===== config.mk =====
export PLATFORM = sky130hd
export DESIGN_NAME = tcgw_front
export DESIGN_NICKNAME = d
export VERILOG_FILES = /design/src/rtl/tcgw_pkg.sv /design/src/rtl/tcgw_front.sv
export SDC_FILE = /design/constraint.sdc
export NUM_CORES = 1
export LEC_CHECK = 0
export BUFFER_PORTS_ARGS = -buffer_cell sky130_fd_sc_hd__buf_2
export CORE_UTILIZATION = 46
export DETAILED_ROUTE_END_ITERATION = 10
export GPL_ROUTABILITY_DRIVEN = 1
export PLACE_DENSITY_LB_ADDON = 0.05
export SLEW_MARGIN = 25
export SYNTH_ARGS = -nofsm -noshare
export SYNTH_HDL_FRONTEND = slang
export SYNTH_SLANG_ARGS = --single-unit

===== constraint.sdc =====
create_clock -name clk -period 4.8 [get_ports clk]
set_input_delay 0.24 -clock clk [delete_from_list [all_inputs] [get_ports clk]]
set_output_delay 0.24 -clock clk [all_outputs]
set_load 0.05 [all_outputs]

===== src/rtl/tcgw_pkg.sv =====
// ----------------------------------------------------------------------------
// tcgw_pkg
// Types, constants and helpers shared by the text console glyph writer.
// ----------------------------------------------------------------------------
package tcgw_pkg;

  localparam int CHAR_HEIGHT = 12;
  localparam int CHAR_WIDTH  = 8;
  localparam int GLYPH_COUNT = 129;

  localparam int FONT_DEPTH  = GLYPH_COUNT * CHAR_HEIGHT;
  localparam int FA_W        = $clog2(FONT_DEPTH);
  localparam int ROW_W       = 4;
  localparam int CUR_W       = 11;
  localparam int ADDR_W      = 20;
  localparam int QUEUE_DEPTH = 2;
  localparam int QPTR_W      = 1;
  localparam int QCNT_W      = 2;

  localparam logic [7:0]       BACKSPACE_CODE  = 8'd8;
  localparam logic [7:0]       SPACE_CODE      = 8'd32;
  localparam logic [7:0]       HIGH_CODE_LIMIT = 8'd128;
  localparam logic [7:0]       SUBST_GLYPH     = 8'd4;
  localparam logic [CUR_W-1:0] CUR_MAX         = 11'd2047;
  localparam logic [7:0]       COL_MASK        = 8'(16'hFF00 >> CHAR_WIDTH);
  localparam logic [ROW_W-1:0] LAST_ROW_IDX    = ROW_W'(CHAR_HEIGHT - 1);

  localparam logic       OP_PUT  = 1'b0;
  localparam logic       OP_LOAD = 1'b1;

  localparam logic [2:0] REG_LINE_WIDTH  = 3'd0;
  localparam logic [2:0] REG_TEXT_HEIGHT = 3'd1;
  localparam logic [2:0] REG_TEXT_TOP    = 3'd2;
  localparam logic [2:0] REG_FG_COLOR    = 3'd3;
  localparam logic [2:0] REG_BG_COLOR    = 3'd4;

  typedef struct packed {
    logic       opcode;
    logic [7:0] char_code;
    logic [3:0] glyph_row;
    logic [7:0] glyph_bits;
  } in_item_t;

  typedef struct packed {
    logic [19:0] pixel_address;
    logic [7:0]  row_bits;
    logic        last_row;
    logic [10:0] cursor_col;
    logic [10:0] cursor_row;
  } out_item_t;

  typedef struct packed {
    logic [10:0] line_width;
    logic [10:0] text_area_height;
    logic [9:0]  text_top_row;
    logic [31:0] fg_color;
    logic [31:0] bg_color;
  } cfg_t;

  // work queued from front to back
  typedef struct packed {
    logic             is_load;
    logic [FA_W-1:0]  font_addr;
    logic [7:0]       glyph_bits;
    logic [CUR_W-1:0] draw_x;
    logic [CUR_W-1:0] draw_y;
    logic [CUR_W-1:0] cur_x;
    logic [CUR_W-1:0] cur_y;
  } cmd_t;

  typedef enum logic [1:0] {
    ST_IDLE = 2'b01,
    ST_RUN  = 2'b10
  } back_state_t;

  function automatic logic [CUR_W-1:0] sat_add(input logic [CUR_W-1:0] a,
                                               input logic [CUR_W-1:0] b);
    logic [CUR_W:0] s;
    s = {1'b0, a} + {1'b0, b};
    return s[CUR_W] ? CUR_MAX : s[CUR_W-1:0];
  endfunction

  function automatic logic [CUR_W-1:0] sat_sub(input logic [CUR_W-1:0] a,
                                               input logic [CUR_W-1:0] b);
    return (a > b) ? (a - b) : '0;
  endfunction

endpackage


===== src/rtl/tcgw_front.sv =====
// ----------------------------------------------------------------------------
// tcgw_front
// Accepts items, keeps the cursor; puts and in-range loads become commands.
// ----------------------------------------------------------------------------
module tcgw_front import tcgw_pkg::*; (
  input  logic     clk,
  input  logic     rst,
  input  logic     accept,
  input  in_item_t item,
  input  cfg_t     cfg,
  output logic     push,
  output cmd_t     cmd
);

  localparam logic [CUR_W-1:0] CW = CUR_W'(CHAR_WIDTH);
  localparam logic [CUR_W-1:0] CH = CUR_W'(CHAR_HEIGHT);

  logic [CUR_W-1:0] cursor_x, cursor_y;
  logic [CUR_W-1:0] x1, y1, x2, y2, cursor_x_next, cursor_y_next;
  logic             wrap, fits, is_bs, load_ok;
  logic [7:0]       glyph;

  always_comb begin
    wrap = (cursor_x != '0) && (cursor_x >= cfg.line_width);
    fits = ({1'b0, cursor_y} + 12'(2 * CHAR_HEIGHT)) <= {1'b0, cfg.text_area_height};
    x1 = cursor_x;
    y1 = cursor_y;
    if (wrap) begin
      if (fits) begin
        x1 = '0;
        y1 = sat_add(cursor_y, CH);
      end else begin
        x1 = sat_sub(cursor_x, CW);
      end
    end

    is_bs = (item.char_code == BACKSPACE_CODE);
    x2 = x1;
    y2 = y1;
    if (is_bs) begin
      if (x1 != '0) begin
        x2 = sat_sub(x1, CW);
      end else if (y1 != '0) begin
        y2 = sat_sub(y1, CH);
        x2 = sat_sub(cfg.line_width, CW);
      end
      cursor_x_next = x2;
      glyph = SPACE_CODE;
    end else begin
      cursor_x_next = sat_add(x1, CW);
      glyph = item.char_code;
    end
    cursor_y_next = y2;
    if (glyph > HIGH_CODE_LIMIT || 9'(glyph) >= 9'(GLYPH_COUNT)) begin
      glyph = SUBST_GLYPH;
    end

    load_ok = (9'(item.char_code) < 9'(GLYPH_COUNT)) &&
              (5'(item.glyph_row) < 5'(CHAR_HEIGHT));

    cmd.is_load    = (item.opcode == OP_LOAD);
    cmd.glyph_bits = item.glyph_bits;
    cmd.draw_x     = x2;
    cmd.draw_y     = y2;
    cmd.cur_x      = cursor_x_next;
    cmd.cur_y      = cursor_y_next;
    if (item.opcode == OP_LOAD) begin
      cmd.font_addr = FA_W'(item.char_code) * FA_W'(CHAR_HEIGHT) + FA_W'(item.glyph_row);
      push = accept && load_ok;
    end else begin
      cmd.font_addr = FA_W'(glyph) * FA_W'(CHAR_HEIGHT);
      push = accept;
    end
  end

  always_ff @(posedge clk) begin
    if (rst) begin
      cursor_x <= '0;
      cursor_y <= '0;
    end else if (accept && item.opcode == OP_PUT) begin
      cursor_x <= cursor_x_next;
      cursor_y <= cursor_y_next;
    end
  end

endmodule


==> results_tabular.tex <==
\begin{tabular}{lr}
\hline
Metric & Value \\
\hline
\multicolumn{2}{l}{\textbf{Setup path}} \\
CP peak stage delay & 0.49 ns \\
Kind of critical path & reg2out \\
Slowest cell on the critical path & a2111o\_1 \\
Sequence of cells on the critical path & inv\_4 > ha\_4 > and3b\_2 > nand3\_2 > xnor2\_2 > ha\_1 > a21o\_1 > a221o\_1 > o31a\_1 > or4\_4 > a222oi\_1 > buf\_4 > nand2\_4 > buf\_6 > a2111o\_1 > nand3b\_1 > nand2\_2 > buf\_6 \\
Reg-to-reg critical path endpoint & cursor\_y[2] \\
Required time at the worst-slack endpoint & 4.56 ns \\
Arrival time at the worst endpoint & 4.64 ns \\
Worst-path fanout max & 4 \\
Worst setup slack for register-to-register paths & -0.06 ns \\
Cell repeated most along the worst path & buf\_6 \\
Critical path endpoint category & output pin \\
Number of cells on the worst reg-to-reg path & 23 \\
Crit path buffers/inverters & 4 \\
Kind of launch point of the worst setup path & flop \\
Family of cells with the greatest summed delay on the critical path & compound AO/OA/AOI/OAI gates \\
RR Startpoint & cursor\_y[3] \\
\multicolumn{2}{l}{\textbf{Synth}} \\
Synthesized area & 0.00466 sq mm \\
YS warnings & 0 \\
Synthesized net count & 837 \\
Most used flip-flop cell after synthesis & dfxtp\_1 \\
Number of enable flip-flop cells after synthesis & 0 \\
Instance count of the mapped netlist & 659 \\
Async SR Flop Fraction & 0\% \\
Mean instance size in the synthesized netlist & 7.08 sq um \\
Sequential fraction of the synthesis area & 9.44\% \\
Cell variety after synth & 75 \\
Seq cells post-synth & 22 \\
\multicolumn{2}{l}{\textbf{GRT}} \\
Global-route wire length before repair & 24.6 mm \\
Number of antenna violations at the first check in global routing & 0 \\
Total routing resource utilization after global routing & 30.0\% \\
GRT overflow & 0 \\
Via count of the first global-routing pass & 5150 \\
Largest net degree at the start of global routing & 28 \\
\multicolumn{2}{l}{\textbf{Drt}} \\
Sum of routed wire length over all layers & 16.3 mm \\
Final routed DRC violation total & 0 \\
Routed length on met2 & 7.88 mm \\
Count of routing violations after the opening detailed-route iteration & 266 \\
Routed Antenna Nets & 0 \\
Top sig layer & met4 \\
Number of detailed-route iterations in the first pass & 5 \\
Number of vias per cell after detailed routing & 5.93 \\
Routed met1 length & 7.06 mm \\
Amount of wire on met3 after detailed routing & 1.13 mm \\
Total via count in the routed design & 5570 \\
Average wire per standard cell & 17.4 um \\
\multicolumn{2}{l}{\textbf{Min path}} \\
Path category of the worst min-delay check & in2reg \\
Capture endpoint of the worst hold path & cursor\_x[0] \\
Min-delay src & rst \\
Worst hold path depth & 2 \\
\multicolumn{2}{l}{\textbf{Clock tree}} \\
Maximum root-to-sink buffer count & 2 \\
Post-CTS Hold Fix Bufs & 0 \\
CTS H-tree lvls & 1 \\
Clock-pin transition on the worst setup and hold timing paths & 0.09 ns \\
CTS tree & done \\
Clk\_lat worst skew & 0.28 ns \\
Cts bufs inserted & 3 \\
Clock tree root buffer cell & clkbuf\_8 \\
Clock sink count & 22 \\
\multicolumn{2}{l}{\textbf{Placed design}} \\
Detail Placement HPWL & 12.6 mm \\
Global placement routability congestion & 0.958 \\
Quantity of I/O buffers inserted on ports & 94 \\
\multicolumn{2}{l}{\textbf{Timing}} \\
Relative max-transition margin & 54.6\% \\
Number of failing setup endpoints in the final timing report & 11 \\
RSZ-0062 raised after global routing & yes \\
Worst hold slack after final layout & 0.424 ns \\
Final clock period utilization by the worst path & 102\% \\
Post-layout min period & 4.88 ns \\
Final critical-path setup slack & -0.0757 ns \\
Final count of pins violating max slew & 0 \\
Total count of hold-check failures in the final report & 0 \\
Clock tree skew after final layout & 0.00462 ns \\
Worst slew pin tran & 0.682 ns \\
Highest clock rate & 205 MHz \\
\multicolumn{2}{l}{\textbf{Layout}} \\
Fillers & 884 \\
Area Growth Syn to Fin & 41.7\% \\
Count of inserted antenna diode cells & 0 \\
Layout cell share with drive strength beyond 1 & 35.7\% \\
Final Net Count & 987 \\
\multicolumn{2}{l}{\textbf{Floorplanning}} \\
Horizontal die dimension & 103 um \\
Placement row count & 36 \\
Placeable core region & 0.00982 sq mm \\
Effective utilization at floorplan & 47.5\% \\
Height of the chip & 103 um \\
Floorplan die area & 0.0105 sq mm \\
I/O pin total & 185 \\
\multicolumn{2}{l}{\textbf{Flow run}} \\
Number of maximum-capacitance violations & 0 \\
\multicolumn{2}{l}{\textbf{Power}} \\
Static leakage power & 3.00 nW \\
Total Power & 1.03 mW \\
Ratio of total power to cell area & 156 mW/mm\^{}2 \\
Worst voltage drop across the vdd grid & 0.110 mV \\
\multicolumn{2}{l}{\textbf{Status}} \\
Failing checks & setup timing \\
Run status & complete, but fails checks \\
\hline
\end{tabular}
## worst max-delay path by stage
stage          cells past startpoint  slack [ns]   startpoint       to
2_1_floorplan                     17       -0.05  cursor_y[3]  cmd[27]
3_3_place_gp                      17       0.007  cursor_y[3]  cmd[12]
3_5_place_dp                      17       -0.02  cursor_y[3]  cmd[12]
4_1_cts                           18       -0.05  cursor_y[3]  cmd[24]
5_1_grt                           18       -0.20  cursor_y[3]  cmd[31]
6_report                          18       -0.08  cursor_y[3]  cmd[31]
## synth_stat cells, types with 4 or more instances
cell type / n / area share, %
nor2_1: 62 / 5.0
and3_1: 6 / 0.81
nand3b_1: 8 / 1.3
nor4_1: 6 / 0.81
a21oi_1: 51 / 5.5
nand2_1: 50 / 4.0
and2_1: 8 / 1.1
inv_1: 53 / 4.3
nor4b_1: 4 / 0.75
nor3_1: 28 / 3.0
a211oi_1: 10 / 1.6
nand4_1: 20 / 2.7
xnor2_1: 30 / 5.6
dfxtp_1: 22 / 9.4
o221a_2: 4 / 0.97
nor2b_1: 5 / 0.67
buf_4: 23 / 3.7
nand3_1: 23 / 2.5
clkbuf_1: 15 / 1.2
a21o_1: 12 / 1.9
buf_2: 7 / 0.75
a22oi_1: 4 / 0.64
a31oi_1: 8 / 1.1
o31a_1: 5 / 0.94
ha_1: 55 / 15
nand2b_1: 6 / 0.81
xor2_1: 16 / 3.0
o21bai_1: 6 / 0.97
o21ai_0: 16 / 1.7
o31ai_1: 12 / 1.9
or3_1: 9 / 1.2
## sequential cells by signal, summed over array words and instances, names as in the netlist
signal	cells
cursor_y	11
cursor_x	11
## metal layers
layer / global-route usage [%] / vias to the layer above
li1: - / 2696
met3: 4.75 / 23
met4: 8.57 / 0
met2: 50.6 / 225
met5: 0 / -
met1: 39.3 / 2626
## metrics by stage
stage | TNS, ns | cell area [sq um] | cells | utilization, % | setup WS, ns
finish | -0.460 | 6610 | 940 | 67.3 | -0.0757
global placement | 0 | 5650 | 904 | 57.6 | 0.00717
CTS | -0.127 | 6140 | 925 | 62.5 | -0.0452
global route | -4.26 | 6610 | 940 | 67.3 | -0.198
detailed placement | -0.0186 | 5650 | 904 | 57.6 | -0.0181
floorplan | -0.150 | 4820 | 659 | - | -0.0526
## area by class of cell
type / instances / area (sq um) / area share (%)
Clock buffer: 3 / 41.3 / 0.625
Inverter: 53 / 201 / 3.05
Multi-Input combinational cell: 539 / 4240 / 64.1
Sequential cell: 22 / 443 / 6.70
Tap cell: 133 / 166 / 2.52
Timing Repair Buffer: 190 / 1520 / 23.0
## power breakdown
group | switching, mW | internal (mW)
clock | 0.0721 | 0.0565
sequential | 0.00926 | 0.189
combinational | 0.435 | 0.271
## placed cells by master (no fill, tap or decap), drive strengths merged, types with 5 or more instances in the layout
cell    count
xnor2      30
xor2       16
o31ai      13
o31a        5
nor3       28
nand3      23
a31oi       8
buf       190
dfxtp      22
ha         55
o21bai      6
nand2b      6
and2        9
nand4      20
nor4b       5
nor2       62
a211oi     11
or3         9
nand2      50
a21o       12
nor2b       5
inv        53
o21ai      18
and3        6
a21oi      51
nand3b      8
nor4        6
## what timing repair did
item                                    in CTS  in global routing
gates cloned                                 0                  1
setup buffers                               18                 16
resized for setup                           92                106
hold endpoints to repair                     0                  0
pin swaps                                   21                 35
endpoints found under the setup margin      44                 47
## logic make-up (layout without fill, tap and decap cells)
| family | count (synthesis) | after routing | synth area share (%) |
|---|---|---|---|
| buffers and inverters | 99 | 246 | 10.0 |
| muxes | 5 | 5 | 1.13 |
| and+or+nand+nor | 251 | 252 | 27.6 |
| adders and majority gates | 58 | 58 | 16.0 |
| xor gates and xnor gates | 46 | 46 | 8.64 |
| DFF | 22 | 22 | 9.44 |
| AOI/OAI and AO/OA | 178 | 178 | 27.2 |
No activity file was read; power rests on OpenSTA's default activity.
