File: config.mk
export PLATFORM = sky130hd
export DESIGN_NAME = tcgw_queue
export DESIGN_NICKNAME = d
export VERILOG_FILES = /design/src/rtl/tcgw_pkg.sv /design/src/rtl/tcgw_queue.sv
export SDC_FILE = /design/constraint.sdc
export NUM_CORES = 1
export LEC_CHECK = 0
export BUFFER_PORTS_ARGS = -buffer_cell sky130_fd_sc_hd__buf_4
export CAP_MARGIN = 10
export CORE_AREA = 2 2 133 135
export DETAILED_ROUTE_END_ITERATION = 6
export DIE_AREA = 0 0 135 137
export PLACE_DENSITY = 0.47
export SETUP_SLACK_MARGIN = 0.3
export SLEW_MARGIN = 20
export SYNTH_ARGS = -nofsm -noshare
export SYNTH_HDL_FRONTEND = slang
export SYNTH_SLANG_ARGS = --single-unit
File: constraint.sdc
create_clock -name clk -period 4.85 [get_ports clk]
set_input_delay 0.2425 -clock clk [delete_from_list [all_inputs] [get_ports clk]]
set_output_delay 0.2425 -clock clk [all_outputs]
set_load 0.005 [all_outputs]
File: src/rtl/tcgw_pkg.sv
// ----------------------------------------------------------------------------
// tcgw_pkg
// Types, constants and helpers shared by the text console glyph writer.
// ----------------------------------------------------------------------------
package tcgw_pkg;

  localparam int CHAR_HEIGHT = 12;
  localparam int CHAR_WIDTH  = 8;
  localparam int GLYPH_COUNT = 129;

  localparam int FONT_DEPTH  = GLYPH_COUNT * CHAR_HEIGHT;
  localparam int FA_W        = $clog2(FONT_DEPTH);
  localparam int ROW_W       = 4;
  localparam int CUR_W       = 11;
  localparam int ADDR_W      = 20;
  localparam int QUEUE_DEPTH = 2;
  localparam int QPTR_W      = 1;
  localparam int QCNT_W      = 2;

  localparam logic [7:0]       BACKSPACE_CODE  = 8'd8;
  localparam logic [7:0]       SPACE_CODE      = 8'd32;
  localparam logic [7:0]       HIGH_CODE_LIMIT = 8'd128;
  localparam logic [7:0]       SUBST_GLYPH     = 8'd4;
  localparam logic [CUR_W-1:0] CUR_MAX         = 11'd2047;
  localparam logic [7:0]       COL_MASK        = 8'(16'hFF00 >> CHAR_WIDTH);
  localparam logic [ROW_W-1:0] LAST_ROW_IDX    = ROW_W'(CHAR_HEIGHT - 1);

  localparam logic       OP_PUT  = 1'b0;
  localparam logic       OP_LOAD = 1'b1;

  localparam logic [2:0] REG_LINE_WIDTH  = 3'd0;
  localparam logic [2:0] REG_TEXT_HEIGHT = 3'd1;
  localparam logic [2:0] REG_TEXT_TOP    = 3'd2;
  localparam logic [2:0] REG_FG_COLOR    = 3'd3;
  localparam logic [2:0] REG_BG_COLOR    = 3'd4;

  typedef struct packed {
    logic       opcode;
    logic [7:0] char_code;
    logic [3:0] glyph_row;
    logic [7:0] glyph_bits;
  } in_item_t;

  typedef struct packed {
    logic [19:0] pixel_address;
    logic [7:0]  row_bits;
    logic        last_row;
    logic [10:0] cursor_col;
    logic [10:0] cursor_row;
  } out_item_t;

  typedef struct packed {
    logic [10:0] line_width;
    logic [10:0] text_area_height;
    logic [9:0]  text_top_row;
    logic [31:0] fg_color;
    logic [31:0] bg_color;
  } cfg_t;

  // work queued from front to back
  typedef struct packed {
    logic             is_load;
    logic [FA_W-1:0]  font_addr;
    logic [7:0]       glyph_bits;
    logic [CUR_W-1:0] draw_x;
    logic [CUR_W-1:0] draw_y;
    logic [CUR_W-1:0] cur_x;
    logic [CUR_W-1:0] cur_y;
  } cmd_t;

  typedef enum logic [1:0] {
    ST_IDLE = 2'b01,
    ST_RUN  = 2'b10
  } back_state_t;

  function automatic logic [CUR_W-1:0] sat_add(input logic [CUR_W-1:0] a,
                                               input logic [CUR_W-1:0] b);
    logic [CUR_W:0] s;
    s = {1'b0, a} + {1'b0, b};
    return s[CUR_W] ? CUR_MAX : s[CUR_W-1:0];
  endfunction

  function automatic logic [CUR_W-1:0] sat_sub(input logic [CUR_W-1:0] a,
                                               input logic [CUR_W-1:0] b);
    return (a > b) ? (a - b) : '0;
  endfunction

endpackage

File: src/rtl/tcgw_queue.sv
// ----------------------------------------------------------------------------
// tcgw_queue
// Short command queue between front and back.
// ----------------------------------------------------------------------------
module tcgw_queue import tcgw_pkg::*; (
  input  logic clk,
  input  logic rst,
  input  logic push,
  input  cmd_t push_cmd,
  input  logic pop,
  output cmd_t head,
  output logic empty,
  output logic full
);

  cmd_t              slots [QUEUE_DEPTH];
  logic [QPTR_W-1:0] wr_ptr, rd_ptr;
  logic [QCNT_W-1:0] count;

  assign empty = (count == '0);
  assign full  = (count == QCNT_W'(QUEUE_DEPTH));
  assign head  = slots[rd_ptr];

  always_ff @(posedge clk) begin
    if (push) begin
      slots[wr_ptr] <= push_cmd;
    end
  end

  always_ff @(posedge clk) begin
    if (rst) begin
      wr_ptr <= '0;
      rd_ptr <= '0;
      count  <= '0;
    end else begin
      if (push) begin
        wr_ptr <= wr_ptr + 1'b1;
      end
      if (pop) begin
        rd_ptr <= rd_ptr + 1'b1;
      end
      if (push && !pop) begin
        count <= count + 1'b1;
      end else if (pop && !push) begin
        count <= count - 1'b1;
      end
    end
  end

endmodule

==> results of run 1 <==
cell families after synthesis:
| group | Yosys count | synth area share [%] |
|---|---|---|
| buffers and inverters | 8 | 1.63 |
| AO/OA/AOI/OAI | 2 | 0.206 |
| multiplexers | 64 | 14.9 |
| XOR/XNOR | 4 | 0.723 |
| adder cells (fa/ha/maj) | 1 | 0.258 |
| AND/OR/NAND/NOR | 9 | 0.955 |
| flip-flops | 133 | 81.4 |
layout by cell type, fill, tap and decap left out, types with 3 or more instances in the layout:
cell           synthesis  routed
buf_4                  1     134
clkbuf_1               0       3
clkbuf_16              0      17
clkinv_1               0       3
clkinv_2               0       5
clkinvlp_4             0       3
dfxtp_1                5       4
dlygate4sd3_1          0      43
edfxtp_1             128     128
mux2_2                64      64
nor2_1                 5       5
final timing paths:
path           startpoint      endpoint  cells past startpoint  slack, ns
max              register       head[8]                      2       2.66
min          push_cmd[58]  slots[0][58]                      1       0.02
max reg2reg        wr_ptr  slots[0][48]                      2       3.15
min reg2reg      count[1]      count[1]                      2       0.50
state kept, by name, summed over array words and instances (netlist names), named ones only:
| register | count |
|---|---|
| rd_ptr | 1 |
| slots | 128 |
| wr_ptr | 1 |
| count | 2 |
repair_timing:
item / CTS / global route
hold buffers: 40 / 3
hold endpoints to repair: 78 / 6
setup buffers: 0 / 0
power breakdown:
group / internal [W] / total, W / switching, W
Clock: 0.000692 / 0.00113 / 0.000442
Sequential: 0.00134 / 0.00138 / 0.0000380
Combinational: 0.000198 / 0.000309 / 0.000111
area by class of cell:
| class | instances | area share [%] |
|---|---|---|
| flip-flops and latches | 133 | 55.9 |
| repair buffers | 178 | 20.7 |
| multi-input cells | 80 | 11.8 |
| clock buffers | 20 | 6.19 |
| well taps | 225 | 3.99 |
| clock inverters | 12 | 1.26 |
| inverters | 1 | 0.0532 |
layer usage:
| layer | share of wire [%] | vias up | GRT usage [%] | wire length [um] |
|---|---|---|---|---|
| met5 | 0 | - | 0 | 0 |
| met4 | 1.6 | 0 | 4.86 | 146 |
| met3 | 6.1 | 14 | 4.07 | 564 |
| met2 | 48 | 84 | 16.3 | 4460 |
| met1 | 44 | 1267 | 12.1 | 4110 |
| li1 | - | 1251 | - | - |
per-stage QoR:
step	utilization, %	hold WS [ns]	setup slack (ns)
floorplan	-	0.312	1.18
global placement	35.6	0.429	2.64
detailed placement	35.6	0.430	2.58
CTS	41.0	0.000110	2.57
global route	41.4	0.000932	2.53
finish	41.4	0.0221	2.66
==> flow_metrics.py, run 1 <==
metrics = {
    "global_route": {
        "track_usage_pct": 10.2,
        "antenna_found_initial": 0,
        "grt_pass1_vias": 2705,
        "grt_pass1_wl_mm": 13.8,
        "gr-total-overflow": 0,
        "grt_max_degree": 65,
    },
    "setup_path": {
        "cp_top_family": "flip-flops",
        "critPathMaxStageDelay_ns": 0.95,
        "crit_type": "reg2out",
        "slowest_stage": "dfxtp_4",
        "cp-end-kind": "output pin",
        "cp.required_ns": 4.61,
        "crit_path_start_kind": "register",
        "crit_arrival_ns": 1.95,
        "worstPathCellList": "mux2_2 > buf_4",
        "critPathBufInv": 1,
        "cp_max_fo": 64,
    },
    "placed_design": {
        "place.gp.congestion": 0.664,
        "portBuffers": 133,
        "hpwlAfterDp_mm": 5.44,
        "placed_area_um2": 6070,
        "dp.cells": 573,
    },
    "finish": {
        "nets": 480,
        "regArea_um2": 3950,
        "area_growth_pct": 45.6,
        "fillers": 1582,
        "instances_no_fill": 649,
        "diodes": 0,
        "multiInputGateArea_um2": 835,
        "stdcell_area_um2": 7060,
        "layout-drive-gt1-share_pct": 54.0,
    },
    "detailed_routing": {
        "vias_per_cell": 4.03,
        "ant_nets": 0,
        "drt-total-wl_mm": 9.28,
        "drt_pre_antenna_iters": 4,
        "drc_errors": 0,
        "vias": 2616,
        "drtIter0Drc": 107,
        "wire_per_inst_um": 14.3,
    },
    "synthesis": {
        "synthArstFlopShare_pct": 0,
        "yosysMostFrequentCell": "edfxtp_1",
        "synthTopCellsByArea": "edfxtp_1, mux2_2, dfxtp_1, buf_6, nor2_1",
        "ys_ff_latch": 133,
        "syn_area_per_cell_um2": 21.9,
        "yosys.area.top_type_share_pct": 79.3,
        "syn_nets": 290,
        "synth_common_cells": "edfxtp_1, mux2_2, buf_6, dfxtp_1, nor2_1",
        "yosysSeqAreaShare_pct": 81.4,
        "synth_area_um2": 4850,
        "ys_types": 16,
        "synthCells": 221,
        "synth_edf_count": 128,
        "yosys_warnings": 0,
        "synth_top_area_cell": "edfxtp_1",
        "synth_ff_type": "edfxtp_1",
    },
    "cts": {
        "cts_resized": 0,
        "numClockSinks": 133,
        "cts_made_buffers": 17,
        "ctsHtreeMaxLevel": 4,
        "cts_buffer_depth": 2,
        "cts_tree": "done",
        "clockRootBuffer": "clkbuf_16",
        "clk_pin_slew_ns": 0.05,
        "worstSkewPairLatency_ns": 0.41,
    },
    "hold_path": {
        "hold_path.class": "in2reg",
    },
    "timing": {
        "worst_pin_slew_ns": 0.947,
        "fin_skew_ns": 0.00490,
        "setup_tns_ns": 0,
        "finalCriticalPeriod_ns": 2.19,
        "slew_viol_final": 0,
        "rsz0062_at_grt": "false",
        "setup_viol": 0,
        "fmax_mhz": 456,
        "relSlewSlack_pct": 36.9,
        "timing.final.crit_share_pct": 45.2,
        "hold_viol": 0,
    },
    "status": {
        "status": "completed",
    },
    "floorplanning": {
        "die_w_um": 135,
        "ios": 134,
        "die-height_um": 137,
        "dieArea_um2": 18500,
        "start_util_pct": 28.4,
        "core_um2": 17100,
        "rows": 48,
    },
    "pwr": {
        "p_per_area_nw_per_um2": 400,
        "p_leak_nw": 2.63,
        "peakVddDrop_v": 0.000215,
        "p_total_w": 0.00282,
    },
    "flow_run": {
        "max_cap_viol_count": 0,
    },
}
(Power assumes the default switching activity.)
==> run 2: changes to the inputs <==
==> constraint.sdc (replaced) <==
create_clock -name clk -period 2.1 [get_ports clk]
set_input_delay 0.105 -clock clk [delete_from_list [all_inputs] [get_ports clk]]
set_output_delay 0.105 -clock clk [all_outputs]
set_load 0.005 [all_outputs]
==> flow_metrics.py, run 2 (synthesized netlist as in run 1, its figures left out) <==
metrics = {
    "status": {
        "status": "completed",
    },
    "cts": {
        "cts_buffer_depth": 2,
        "clockRootBuffer": "clkbuf_16",
        "numClockSinks": 133,
        "cts_made_buffers": 17,
        "cts_setup_buffers": 0,
        "ctsHtreeMaxLevel": 4,
        "cts_tree": "done",
        "worstSkewPairLatency_ns": 0.41,
        "clk_pin_slew_ns": 0.06,
    },
    "hold_path": {
        "hold_depth": 2,
        "hold_path.class": "in2reg",
        "worstHoldEndpoint": "slots[1][52]",
        "hp-start": "push_cmd[52]",
    },
    "finish": {
        "final_common_cell": "buf_4",
        "largest-register": "slots",
        "fillers": 1578,
        "largest_reg_flops": 128,
        "reg_top3": "slots x128, count x2",
        "layout_common_cells": "buf_4, edfxtp_1, dlygate4sd3_1, mux2_2, clkbuf_16",
        "area_growth_pct": 53.2,
        "diodes": 0,
        "nets": 509,
        "fin_util_pct": 43.5,
        "layout-drive-gt1-share_pct": 52.3,
    },
    "global_route": {
        "gr-total-overflow": 0,
        "track_usage_pct": 10.6,
        "grt_pass1_vias": 2872,
        "grt_pass1_wl_mm": 14.4,
        "antenna_found_initial": 0,
        "grt_max_degree": 36,
    },
    "floorplanning": {
        "core_um2": 17100,
        "die-height_um": 137,
        "die_w_um": 135,
        "dieArea_um2": 18500,
        "start_util_pct": 28.4,
        "rows": 48,
        "ios": 134,
    },
    "setup_path": {
        "cp.required_ns": 2.00,
        "r2r_setup_slack_ns": 0.71,
        "r2r-start": "wr_ptr",
        "cp_max_fo": 29,
        "cp-end-kind": "output pin",
        "worst_r2r_endpoint": "slots[1][30]",
        "crit_arrival_ns": 1.59,
        "crit_path_start_kind": "register",
        "rr_worst_depth": 2,
        "crit_type": "reg2out",
    },
    "timing": {
        "timing.final.crit_share_pct": 80.6,
        "relSlewSlack_pct": 66.2,
        "setup_viol": 0,
        "rsz0062_at_grt": "false",
        "hold_viol": 0,
        "finalCriticalPeriod_ns": 1.69,
        "fin_skew_ns": 0.00730,
        "slew_viol_final": 0,
        "fmax_mhz": 591,
        "setup_tns_ns": 0,
        "worst_pin_slew_ns": 0.507,
    },
    "detailed_routing": {
        "drtIter0Drc": 146,
        "ant_nets": 0,
        "drt_pre_antenna_iters": 4,
        "drc_errors": 0,
        "vias": 2759,
        "drt-total-wl_mm": 9.57,
        "wire_per_inst_um": 14.1,
        "vias_per_cell": 4.07,
    },
    "pwr": {
        "p_total_w": 0.00700,
        "p_per_area_nw_per_um2": 943,
        "p_leak_nw": 2.81,
        "peakVddDrop_v": 0.000487,
    },
    "placed_design": {
        "place.gp.congestion": 0.653,
        "hpwlAfterDp_mm": 5.92,
        "portBuffers": 133,
    },
    "flow_run": {
        "max_cap_viol_count": 0,
    },
}
## run 2: cell count changes in the layout (fill, tap and decap cells not counted), sizes merged
| cell | change |
|---|---|
| buf | +4 |
| bufinv | +2 |
| clkbuf | +4 |
| clkinv | -4 |
| clkinvlp | -2 |
| dlygate4sd3 | +25 |
## run 2: worst max path at each step
stage / from / endpoint / slack [ns] / depth (start not counted)
6_report: register / head[6] / 0.41 / 3
3_3_place_gp: register / head[48] / 0.67 / 3
2_1_floorplan: wr_ptr / slots[0][0] / 0.38 / 1
4_1_cts: register / head[48] / 0.30 / 3
5_1_grt: register / head[48] / 0.33 / 3
3_5_place_dp: register / head[48] / 0.65 / 3
## run 2: final cells by class
class                           count  area [um^2]  area share, %
Multi-Input combinational cell     80          835           11.2
Sequential cell                   133         3950           53.2
Tap cell                          225          282           3.79
Timing Repair Buffer              207         1740           23.4
Inverter                            1         3.75         0.0505
Clock buffer                       24          502           6.76
Clock inverter                      8          121           1.63
## run 2: stage by stage
| stage | instance area (um^2) | hold WS, ns | cells | setup slack, ns |
|---|---|---|---|---|
| finish | 7430 | 0.420 | 678 | 0.407 |
| global route | 7430 | 0.406 | 678 | 0.333 |
| CTS | 7420 | 0.390 | 678 | 0.303 |
| detailed placement | 6110 | 0.292 | 578 | 0.653 |
| global placement | 6110 | 0.290 | 578 | 0.669 |
| floorplan | 4860 | 0.174 | 221 | 0.384 |
## run 2: layer usage
metal / GRT usage (%) / part of all wire [%]
met5: 0 / 0
met4: 5.73 / 2.0
met3: 3.78 / 6.1
met2: 17.1 / 50
met1: 12.3 / 42
## run 2: worst max-delay path, stage by stage, from the launching register on
cell     delay (ns)
dfxtp_4        0.35
buf_6          0.27
mux2_2         0.40
buf_4          0.14
## run 2: power by group
part	total [W]	switching (W)	internal (W)
clock	0.00306	0.00104	0.00202
combinational	0.000805	0.000314	0.000491
sequential	0.00314	0.0000412	0.00310
total	0.00700	0.00139	0.00561
## run 2: repair_timing
| item | CTS | global route |
|---|---|---|
| endpoints found under the hold margin | 133 | 0 |
| resized for setup | 2 | 2 |
| hold buffers | 68 | 0 |
| endpoints found under the setup margin | 64 | 1 |
